**src/design/ihs_pkg.sv**
```systemverilog
// Package for the inode seen-set block: controller states, command and status
// structs, and fixed field widths. No dependencies.
`default_nettype none

package ihs_pkg;

  // Field widths of the stream payloads.
  localparam int DEV_W  = 32;
  localparam int INO_W  = 32;
  localparam int KEY_W  = DEV_W + INO_W;
  localparam int IN_W   = 64;
  localparam int OUT_W  = 8;

  // Bit positions of the result fields inside out_tdata.
  localparam int OUT_SEEN_BIT = 0;
  localparam int OUT_OVF_BIT  = 1;

  // The bucket remainder is formed by a reciprocal multiply in MOD_STEPS
  // steps: product, multiply back, subtract.
  localparam int MOD_STEPS = 3;
  localparam int STEP_W    = $clog2(MOD_STEPS);

  typedef enum logic [2:0] {
    ST_CLEAR,
    ST_IDLE,
    ST_MOD,
    ST_HEAD_RD,
    ST_ENT_RD,
    ST_ENT_CMP,
    ST_DONE
  } ihs_state_t;

  // Commands from the controller to the datapath.
  typedef struct packed {
    logic clr_wr;     // write one empty bucket head and advance the sweep
    logic load_key;   // capture the incoming pair, restart the remainder
    logic mod_step;   // one remainder step
    logic head_rd;    // read the bucket head into the link register
    logic ent_rd;     // read the entry that the link points at
    logic link_next;  // follow the chain to the older entry
    logic set_hit;    // the pair was found in the chain
    logic finish;     // load the result register, insert when new and not full
  } ihs_cmd_t;

  // Status from the datapath to the controller.
  typedef struct packed {
    logic clr_done;   // the sweep is at the last bucket
    logic link_zero;  // the current link is empty
    logic match;      // the entry just read holds the pair
    logic full;       // every entry is in use
    logic out_busy;   // a result waits and is not taken this cycle
  } ihs_sts_t;

endpackage

`default_nettype wire

```
**src/design/ihs_ctrl.sv**
```systemverilog
// Controller state machine of the inode seen-set block.
// Depends on ihs_pkg for the state enum and the command and status structs.
`default_nettype none

module ihs_ctrl (
  input  wire logic             clk,
  input  wire logic             rst_n,
  input  wire logic             in_tvalid,
  output logic                  in_tready,
  input  wire ihs_pkg::ihs_sts_t sts,
  output ihs_pkg::ihs_cmd_t     cmd
);

  ihs_pkg::ihs_state_t state_r, state_nxt;
  logic [ihs_pkg::STEP_W-1:0] step_r, step_nxt;

  always_ff @(posedge clk) begin
    if (!rst_n) begin
      state_r <= ihs_pkg::ST_CLEAR;
      step_r  <= '0;
    end else begin
      state_r <= state_nxt;
      step_r  <= step_nxt;
    end
  end

  // Next state.
  always_comb begin
    state_nxt = state_r;
    step_nxt  = step_r;
    unique case (state_r)
      ihs_pkg::ST_CLEAR: begin
        if (sts.clr_done) state_nxt = ihs_pkg::ST_IDLE;
      end
      ihs_pkg::ST_IDLE: begin
        if (in_tvalid) begin
          state_nxt = ihs_pkg::ST_MOD;
          step_nxt  = '0;
        end
      end
      ihs_pkg::ST_MOD: begin
        step_nxt = step_r + 1'b1;
        if (step_r == ihs_pkg::STEP_W'(ihs_pkg::MOD_STEPS - 1)) state_nxt = ihs_pkg::ST_HEAD_RD;
      end
      ihs_pkg::ST_HEAD_RD: begin
        state_nxt = ihs_pkg::ST_ENT_RD;
      end
      ihs_pkg::ST_ENT_RD: begin
        if (sts.link_zero) state_nxt = ihs_pkg::ST_DONE;
        else state_nxt = ihs_pkg::ST_ENT_CMP;
      end
      ihs_pkg::ST_ENT_CMP: begin
        if (sts.match) state_nxt = ihs_pkg::ST_DONE;
        else state_nxt = ihs_pkg::ST_ENT_RD;
      end
      ihs_pkg::ST_DONE: begin
        if (!sts.out_busy) state_nxt = ihs_pkg::ST_IDLE;
      end
      default: state_nxt = ihs_pkg::ST_CLEAR;
    endcase
  end

  // Outputs.
  always_comb begin
    cmd       = '0;
    in_tready = 1'b0;
    unique case (state_r)
      ihs_pkg::ST_CLEAR:   cmd.clr_wr = 1'b1;
      ihs_pkg::ST_IDLE: begin
        in_tready    = 1'b1;
        cmd.load_key = in_tvalid;
      end
      ihs_pkg::ST_MOD:     cmd.mod_step = 1'b1;
      ihs_pkg::ST_HEAD_RD: cmd.head_rd = 1'b1;
      ihs_pkg::ST_ENT_RD:  cmd.ent_rd = !sts.link_zero;
      ihs_pkg::ST_ENT_CMP: begin
        cmd.set_hit   = sts.match;
        cmd.link_next = !sts.match;
      end
      ihs_pkg::ST_DONE:    cmd.finish = !sts.out_busy;
      default:             cmd = '0;
    endcase
  end

endmodule

`default_nettype wire

```
**config.mk**
```make
export PLATFORM = sky130hd
export DESIGN_NAME = ihs_ctrl
export DESIGN_NICKNAME = d
export VERILOG_FILES = /design/src/design/ihs_pkg.sv /design/src/design/ihs_ctrl.sv
export SDC_FILE = /design/constraint.sdc
export NUM_CORES = 1
export LEC_CHECK = 0
export BUFFER_PORTS_ARGS = -buffer_cell sky130_fd_sc_hd__buf_2
export CAP_MARGIN = 10
export CORE_AREA = 2 2 39 41
export DETAILED_ROUTE_END_ITERATION = 10
export DIE_AREA = 0 0 41 43
export PLACE_DENSITY = 0.61
export REMOVE_ABC_BUFFERS = 1
export SLEW_MARGIN = 10
export SYNTH_ARGS = -nofsm -noshare
export SYNTH_HDL_FRONTEND = slang
export SYNTH_SLANG_ARGS = --single-unit
```
**constraint.sdc**
```tcl
create_clock -name clk -period 3.4 [get_ports clk]
set_input_delay 0.34 -clock clk [delete_from_list [all_inputs] [get_ports clk]]
set_output_delay 0.34 -clock clk [all_outputs]
set_load 0.05 [all_outputs]
```
==> results.py, run 1 <==
metrics = {
    "detailed_routing": {
        "drt-vias-per-instance": 4.67,
        "ant_nets": 0,
        "drc": 0,
        "dr_total_vias": 369,
        "routed_wl_microns": 764,
        "first_iter_violations": 5,
        "dr.pass1.iters": 2,
        "routedWlPerCell_microns": 9.67,
    },
    "grt": {
        "grt_pass1_wl_mm": 1.10,
        "grt_usage_pct": 9.56,
        "overflow": 0,
        "grt_pass1_vias": 291,
        "antenna_found_initial": 0,
        "grt_max_degree": 15,
    },
    "floorplan": {
        "die_y_microns": 43,
        "die_area_sq_um": 1760,
        "core_area_sq_um": 1380,
        "die_w_microns": 41,
        "start_util_pct": 28.8,
        "rows": 14,
        "io_pins": 17,
    },
    "status": {
        "status": "completed",
    },
    "timing": {
        "fin_crit_ns": 1.93,
        "worst_slack_ns": 1.47,
        "post-route-period-util_pct": 56.9,
        "tightestPinTransition_ns": 0.486,
        "tns_ns": 0,
        "rsz0062_at_grt": "false",
        "fmax_mhz": 517,
        "fin_worst_skew_ns": 0.00476,
        "finalSetupViolations": 0,
        "slew_headroom_pct": 67.6,
        "drv_slew": 0,
        "final-hold-violation-count": 0,
    },
    "power": {
        "combPwrFrac_pct": 57.4,
        "powerDensity_nw_per_um2": 890,
        "p_int_uw": 217,
        "p_seq_share_pct": 27.1,
        "vdd_drop_max_mv": 0.401,
        "switching_share_pct": 50.7,
        "p_clk_share_pct": 15.5,
        "power_uw": 441,
        "leakage_uw": 0.000233,
        "switching_power_uw": 224,
    },
    "finish": {
        "num-nets-final": 73,
        "layout-area-overhead-vs-synth_pct": 24.5,
        "utilization_pct": 35.8,
        "antenna_cells": 0,
        "final_area_sq_um": 495,
        "drive_above_1_share_pct": 38.1,
        "n_fill_cell": 160,
    },
    "place": {
        "portBuffers": 15,
        "dpl.hpwl_microns": 572,
        "place_ws_ns": 1.71,
        "place_area_sq_um": 469,
        "gp_congestion": 0.603,
    },
    "clock_network": {
        "post-cts-setup-buffer-count": 0,
        "postCtsResizedCells": 0,
        "htreeDepth": 1,
        "cts_hold_buf": 0,
        "clk_pin_slew_worst_paths_ns": 0.04,
        "cts_tree": "yes",
        "cts.sinks": 5,
        "cts_made_buffers": 3,
        "clk_path_buf_depth": 2,
        "clock-root-buffer": "clkbuf_4",
        "clk_latency_ns": 0.24,
    },
    "synth": {
        "ys_seq_area_share_pct": 25.2,
        "synth_warnings": 0,
        "syn_area_sq_um": 398,
        "synthArstFlopShare_pct": 0,
        "syn_inst": 47,
        "synth_edf_count": 0,
        "syn_area_per_cell_sq_um": 8.47,
        "ys_seq_elements": 5,
        "ys.flop_type": "dfxtp_1",
        "synthDistinctLibCells": 31,
    },
    "run": {
        "cap_violations": 0,
    },
    "worst_setup_path": {
        "crit_type": "register to output pin",
        "cp.required_ns": 3.06,
        "crit_path_start_kind": "register",
        "crit_path_end_kind": "output pin",
        "path_max_fanout": 14,
        "arrival_ns": 1.59,
    },
    "min_path": {
        "min_path_type": "input pin to register",
    },
}
## through the flow
step	hold WS [ns]	instances
2_1_floorplan	0.458	44
3_3_place_gp	0.517	75
3_5_place_dp	0.518	75
4_1_cts	0.367	79
5_1_grt	0.356	79
6_report	0.373	79
## critical path, cell delays in order, from the launching register on
cell and delay (ns):
dfxtp_1 0.62, nor3b_2 0.26, and2_1 0.19, buf_2 0.28
## metal layers
layer,global-route usage (%),wire length (microns)
met1,10.4,373
met3,6.28,82
met5,0,0
met2,14.1,308
met4,4.00,0
## cell families after synthesis
logic type | count (synthesis) | synth area share (%)
buffers and inverters | 6 | 8.80
adder cells (fa/ha/maj) | 1 | 3.14
AND/OR/NAND/NOR | 23 | 37.4
XOR/XNOR | 1 | 2.20
flip-flops | 5 | 25.2
AO/OA/AOI/OAI | 11 | 23.3
## sequential cells by signal (all words and copies together) (netlist names)
signal	count
step_r	2
state_r	3
## cell type report
cell class	instances	area, sq um	share of cell area, %
multi-input cells	36	263	53.0
flip-flops and latches	5	100	20.2
repair buffers	15	75.1	15.2
clock buffers	4	26.3	5.30
well taps	16	20.0	4.04
inverters	3	11.3	2.27
## power by group through the flow
stage | clock network [uW] | logic [uW] | registers [uW]
after global placement | 0 | 254 | 120
after CTS | 72.4 | 256 | 120
after global routing | 78.6 | 274 | 127
after floorplan | 0 | 214 | 110
after detailed placement | 0 | 254 | 121
final | 68.4 | 253 | 119
## synthesized netlist by cell type (2+ instances only)
cell type  n  area (sq um)
and2_1     3          18.8
and3_1     2          12.5
dfxtp_1    5           100
inv_2      2          7.51
nand2_1    3          11.3
nand3_1    2          10.0
nor2_1     3          11.3
nor3_1     2          10.0
o21a_1     2          15.0
o22ai_1    2          12.5
## path summary, 6_finish.rpt
path                endpoint  slack (ns)  depth (start not counted)        from
setup / recovery      cmd[6]        1.47                          3  state_r[0]
hold / removal    state_r[1]        0.37                          2       rst_n
setup reg to reg  state_r[0]        1.76                          4  state_r[0]
hold reg to reg    step_r[0]        0.53                          2   step_r[0]
## cells in the final DEF, fill, tap and decap left out, types with 2 or more instances in the layout
master and n:
buf_2 15, dfxtp_1 5, nand2_1 3, nor2_1 3, and2_1 3, clkbuf_4 3
inv_2 2, and3_1 2, nor3_1 2, nand3_1 2, o21a_1 2, o22ai_1 2
No activity file was read; power rests on OpenSTA's default activity.
==> run 2: changes to the inputs <==
clock period = 1.9 ns   (was 3.4 ns; I/O delays follow)
==> run 2 against run 1 <==
Global-route usage rose by 1.4 points. First-iteration DRC count fell by 40%. Setup slack got worse by 1.3 ns. Die area did not move. Final cell count grew 1.3%. Hold slack got worse by 0.15 ns. Critical path type unchanged. Register-to-register slack lost 1.4 ns. Routed wire length grew 11%. Sequential share of layout area decreased by 0.30 points. Utilization rose by 0.54 points.
==> results.py, run 2 (synthesized netlist as in run 1, its figures left out) <==
metrics = {
    "status": {
        "status": "completed",
    },
    "power": {
        "p_int_uw": 401,
        "power_uw": 814,
        "switching_share_pct": 50.7,
        "p_seq_share_pct": 22.4,
        "p_clk_share_pct": 15.2,
        "leakage_uw": 0.000238,
        "vdd_drop_max_mv": 0.665,
        "combPwrFrac_pct": 62.4,
        "powerDensity_nw_per_um2": 1620,
        "switching_power_uw": 412,
    },
    "detailed_routing": {
        "routed_wl_microns": 851,
        "first_iter_violations": 3,
        "dr.pass1.iters": 3,
        "routedWlPerCell_microns": 10.6,
        "dr_total_vias": 388,
        "drt-vias-per-instance": 4.85,
        "ant_nets": 0,
        "drc": 0,
    },
    "finish": {
        "drive_above_1_share_pct": 39.1,
        "final_area_sq_um": 503,
        "layout-area-overhead-vs-synth_pct": 26.4,
        "num-nets-final": 74,
        "antenna_cells": 0,
        "largest_reg_flops": 3,
        "largest_register": "state_r",
        "layout_common_cells": "15 x buf_2, 5 x dfxtp_1",
        "top_regs": "state_r (3), step_r (2)",
        "final_common_cell": "buf_2",
    },
    "timing": {
        "final-hold-violation-count": 0,
        "drv_slew": 0,
        "fin_crit_ns": 1.76,
        "post-route-period-util_pct": 92.8,
        "finalSetupViolations": 0,
        "rsz0062_at_grt": "false",
        "slew_headroom_pct": 72.5,
        "worst_slack_ns": 0.137,
        "fmax_mhz": 567,
        "fin_worst_skew_ns": 0.00174,
        "tightestPinTransition_ns": 0.411,
    },
    "clock_network": {
        "clock-root-buffer": "clkbuf_4",
        "cts_made_buffers": 3,
        "postCtsResizedCells": 0,
        "htreeDepth": 1,
        "cts_hold_buf": 0,
        "clk_pin_slew_worst_paths_ns": 0.05,
        "cts_tree": "yes",
        "post-cts-setup-buffer-count": 0,
        "clk_latency_ns": 0.24,
        "clk_path_buf_depth": 2,
        "cts.sinks": 5,
    },
    "grt": {
        "grt_pass1_vias": 296,
        "grt_pass1_wl_mm": 1.29,
        "antenna_found_initial": 0,
        "grt_max_degree": 14,
        "grt_usage_pct": 11.0,
        "overflow": 0,
    },
    "worst_setup_path": {
        "crit_path_end_kind": "output pin",
        "slowest_delay_ns": 0.56,
        "path_max_fanout": 13,
        "crit_chain": "or3b_4 -> inv_2 -> buf_2",
        "crit_path_start_kind": "register",
        "cp_slowest_cell": "dfxtp_1",
        "arrival_ns": 1.57,
        "crit_type": "register to output pin",
        "cp.required_ns": 1.71,
    },
    "floorplan": {
        "die_area_sq_um": 1760,
        "core_area_sq_um": 1380,
        "io_pins": 17,
        "start_util_pct": 28.8,
        "die_w_microns": 41,
        "die_y_microns": 43,
        "rows": 14,
    },
    "run": {
        "cap_violations": 0,
    },
    "place": {
        "portBuffers": 15,
        "dpl.hpwl_microns": 668,
        "gp_congestion": 0.602,
        "place_area_sq_um": 477,
        "place_ws_ns": 0.393,
    },
    "min_path": {
        "min_path_type": "input pin to register",
    },
}
## run 2: final timing paths
check                           cells past startpoint         end        from  slack [ns]
worst max-delay path                                3      cmd[5]  state_r[1]        0.14
worst min-delay path                                2   step_r[0]       rst_n        0.22
worst max register to register                      4  state_r[0]  state_r[1]        0.38
worst min register to register                      2   step_r[0]   step_r[0]        0.52
## run 2: power groups by stage
stage,clock network [uW],logic [uW],registers (uW)
floorplan,0,383,197
global placement,0,501,184
detailed placement,0,509,184
CTS,132,510,182
global route,141,549,189
finish,124,507,183
## run 2: worst max-delay path: cells and delay by family (launching register included)
kind | cells | cell delay, ns
buffers and inverters | 2 | 0.31
flip-flops | 1 | 0.56
AND/OR/NAND/NOR | 1 | 0.46
## run 2: stage by stage
step,util (%),hold WS (ns),TNS (ns),std cells
finish,36.3,0.224,0,80
detailed placement,34.4,0.481,0,76
global placement,34.4,0.469,0,76
floorplan,-,0.308,-1.47,44
global route,36.3,0.216,0,80
CTS,36.3,0.217,0,80
## run 2: layout make-up
class | instances | area, sq um
multi-input combinational | 36 | 263
timing repair buffer | 16 | 82.6
clock buffer | 4 | 26.3
inverter | 3 | 11.3
sequential | 5 | 100
tap | 16 | 20.0
fill | 149 | 881
## run 2: routing by layer
layer  wire length, microns  global-route usage, %  part of all wire (%)  vias to the layer above
li1                       -                      -                     -                      206
met4                      0                   6.00                     0                        0
met1                    403                   13.2                    47                      169
met2                    389                   16.6                    46                       13
met3                     58                   3.14                   6.8                        0
met5                      0                      0                     0                        -
==> run 3: changes to the inputs <==
--- a/config.mk
+++ b/config.mk
@@ -10,2 +10,3 @@
 export CORE_AREA = 2 2 39 41
+export CTS_CLUSTER_DIAMETER = 200
 export DETAILED_ROUTE_END_ITERATION = 10
--- a/constraint.sdc
+++ b/constraint.sdc
@@ -3,2 +3,2 @@
 set_output_delay 0.19 -clock clk [all_outputs]
-set_load 0.05 [all_outputs]
+set_load 0.1 [all_outputs]
==> run 3 against run 2 <==
Utilization increased by 4.8 points. Via count decreased by 2.6%. Hold slack got worse by 0.0032 ns. Final cell count unchanged. Clock power about the same. Flip-flop and latch count unchanged. Clock skew increased by 0.0027 ns. Total power increased by 28%. Critical path depth decreased by 1. Setup slack improved by 0.0069 ns. Combinational power increased by 43%.
==> results.py, run 3 (synthesized netlist as in run 1, its figures left out) <==
metrics = {
    "timing": {
        "final-hold-violation-count": 0,
        "post-route-period-util_pct": 92.4,
        "finalSetupViolations": 0,
        "tightestPinTransition_ns": 0.483,
        "fmax_mhz": 569,
        "whs_ns": 0.221,
        "rsz0062_at_grt": "false",
        "slew_headroom_pct": 68.0,
        "fin_crit_ns": 1.76,
        "fin_worst_skew_ns": 0.00443,
        "drv_slew": 0,
    },
    "grt": {
        "grt_max_degree": 14,
        "antenna_found_initial": 0,
        "grt_pass1_wl_mm": 1.28,
        "grt_usage_pct": 10.8,
        "overflow": 0,
        "grt_pass1_vias": 311,
    },
    "worst_setup_path": {
        "crit_path_start_kind": "register",
        "cp.required_ns": 1.71,
        "arrival_ns": 1.57,
        "crit_type": "register to output pin",
        "path_max_fanout": 13,
        "r2r_slack_ns": 0.42,
        "crit_path_end_kind": "output pin",
        "r2r-end": "state_r[0]",
        "reg2reg_from": "state_r[1]",
        "reg2reg_depth": 4,
    },
    "finish": {
        "multiInputGateArea_sq_um": 263,
        "drive_above_1_share_pct": 40.6,
        "num-nets-final": 74,
        "layout-area-overhead-vs-synth_pct": 43.1,
        "final_common_cell": "buf_2",
        "top_regs": "state_r (3), step_r (2)",
        "layout_common_cells": "9 x buf_2, 5 x clkbuf_4, 4 x buf_12, 4 x dfxtp_1",
        "antenna_cells": 0,
        "largest_register": "state_r",
        "n_fill_cell": 146,
        "largest_reg_flops": 3,
        "seq_area_sq_um": 101,
    },
    "floorplan": {
        "rows": 14,
        "die_y_microns": 43,
        "die_w_microns": 41,
        "core_area_sq_um": 1380,
        "die_area_sq_um": 1760,
        "start_util_pct": 28.8,
        "io_pins": 17,
    },
    "power": {
        "switching_share_pct": 56.0,
        "power_uw": 1040,
        "leakage_uw": 0.000249,
        "p_int_uw": 458,
        "p_seq_share_pct": 18.6,
        "powerDensity_nw_per_um2": 1830,
        "switching_power_uw": 583,
        "vdd_drop_max_mv": 0.925,
        "p_clk_share_pct": 11.8,
        "combPwrFrac_pct": 69.6,
    },
    "min_path": {
        "min_path_type": "input pin to register",
        "holdPathEnd": "state_r[2]",
        "hold_start": "rst_n",
        "whs_path_depth": 2,
    },
    "detailed_routing": {
        "routedWlPerCell_microns": 9.54,
        "drt-vias-per-instance": 4.73,
        "drc": 0,
        "routed_wl_microns": 763,
        "ant_nets": 0,
        "dr.pass1.iters": 4,
        "dr_total_vias": 378,
        "first_iter_violations": 6,
    },
    "clock_network": {
        "htreeDepth": 1,
        "cts_hold_buf": 0,
        "cts_tree": "yes",
        "clock-root-buffer": "clkbuf_4",
        "cts_made_buffers": 3,
        "clk_path_buf_depth": 2,
        "clk_pin_slew_worst_paths_ns": 0.04,
        "postCtsResizedCells": 0,
        "cts.sinks": 5,
        "post-cts-setup-buffer-count": 0,
        "clk_latency_ns": 0.24,
    },
    "status": {
        "status": "completed",
    },
    "place": {
        "portBuffers": 15,
        "gp_congestion": 0.619,
        "dpl.hpwl_microns": 592,
    },
    "run": {
        "cap_violations": 0,
    },
}
[run 3: metrics by stage]
step / cell area, sq um / setup slack [ns] / std cells / setup TNS, ns / utilization [%]
6_report: 569 / 0.144 / 80 / 0 / 41.1
2_1_floorplan: 374 / -1.73 / 44 / -8.79 / -
5_1_grt: 569 / 0.00336 / 80 / 0 / 41.1
4_1_cts: 563 / 0.0730 / 80 / 0 / 40.7
3_5_place_dp: 537 / 0.339 / 76 / 0 / 38.8
3_3_place_gp: 537 / 0.348 / 76 / 0 / 38.8
[run 3: worst max-delay path: stages (launching register included)]
cell and delay (ns):
dfxtp_1 0.55, nor4bb_1 0.31, buf_2 0.46
[run 3: cell type report]
class / count / area share, %
Timing Repair Buffer: 16 / 25.9
Multi-Input combinational cell: 36 / 46.2
Sequential cell: 5 / 17.8
Clock buffer: 4 / 4.62
Tap cell: 16 / 3.52
Inverter: 3 / 1.98
[run 3: power by group through the flow]
stage / sequential [uW] / combinational (uW) / clock [uW]
after floorplan: 197 / 540 / 0
after global placement: 194 / 724 / 0
after detailed placement: 196 / 725 / 0
after CTS: 193 / 728 / 129
after global routing: 202 / 768 / 138
final: 194 / 724 / 122
[run 3: layer usage]
layer  vias to the layer above  GRT usage, %  share of wire, %
met4                         0          4.00                 0
met2                        15          12.8                39
met1                       157          15.6                50
met5                         -             0                 0
li1                        206             -                 -
met3                         0          6.28                10
[run 3: how the worst max path moves through the flow]
stage,start,to,slack (ns),cells past startpoint
after detailed placement,state_r[2],cmd[1],0.34,3
after CTS,state_r[2],cmd[3],0.07,3
final,state_r[1],cmd[0],0.14,2
after floorplan,state_r[1],cmd[0],-1.73,1
after global placement,state_r[2],cmd[1],0.35,3
after global routing,state_r[1],cmd[0],0.003,2
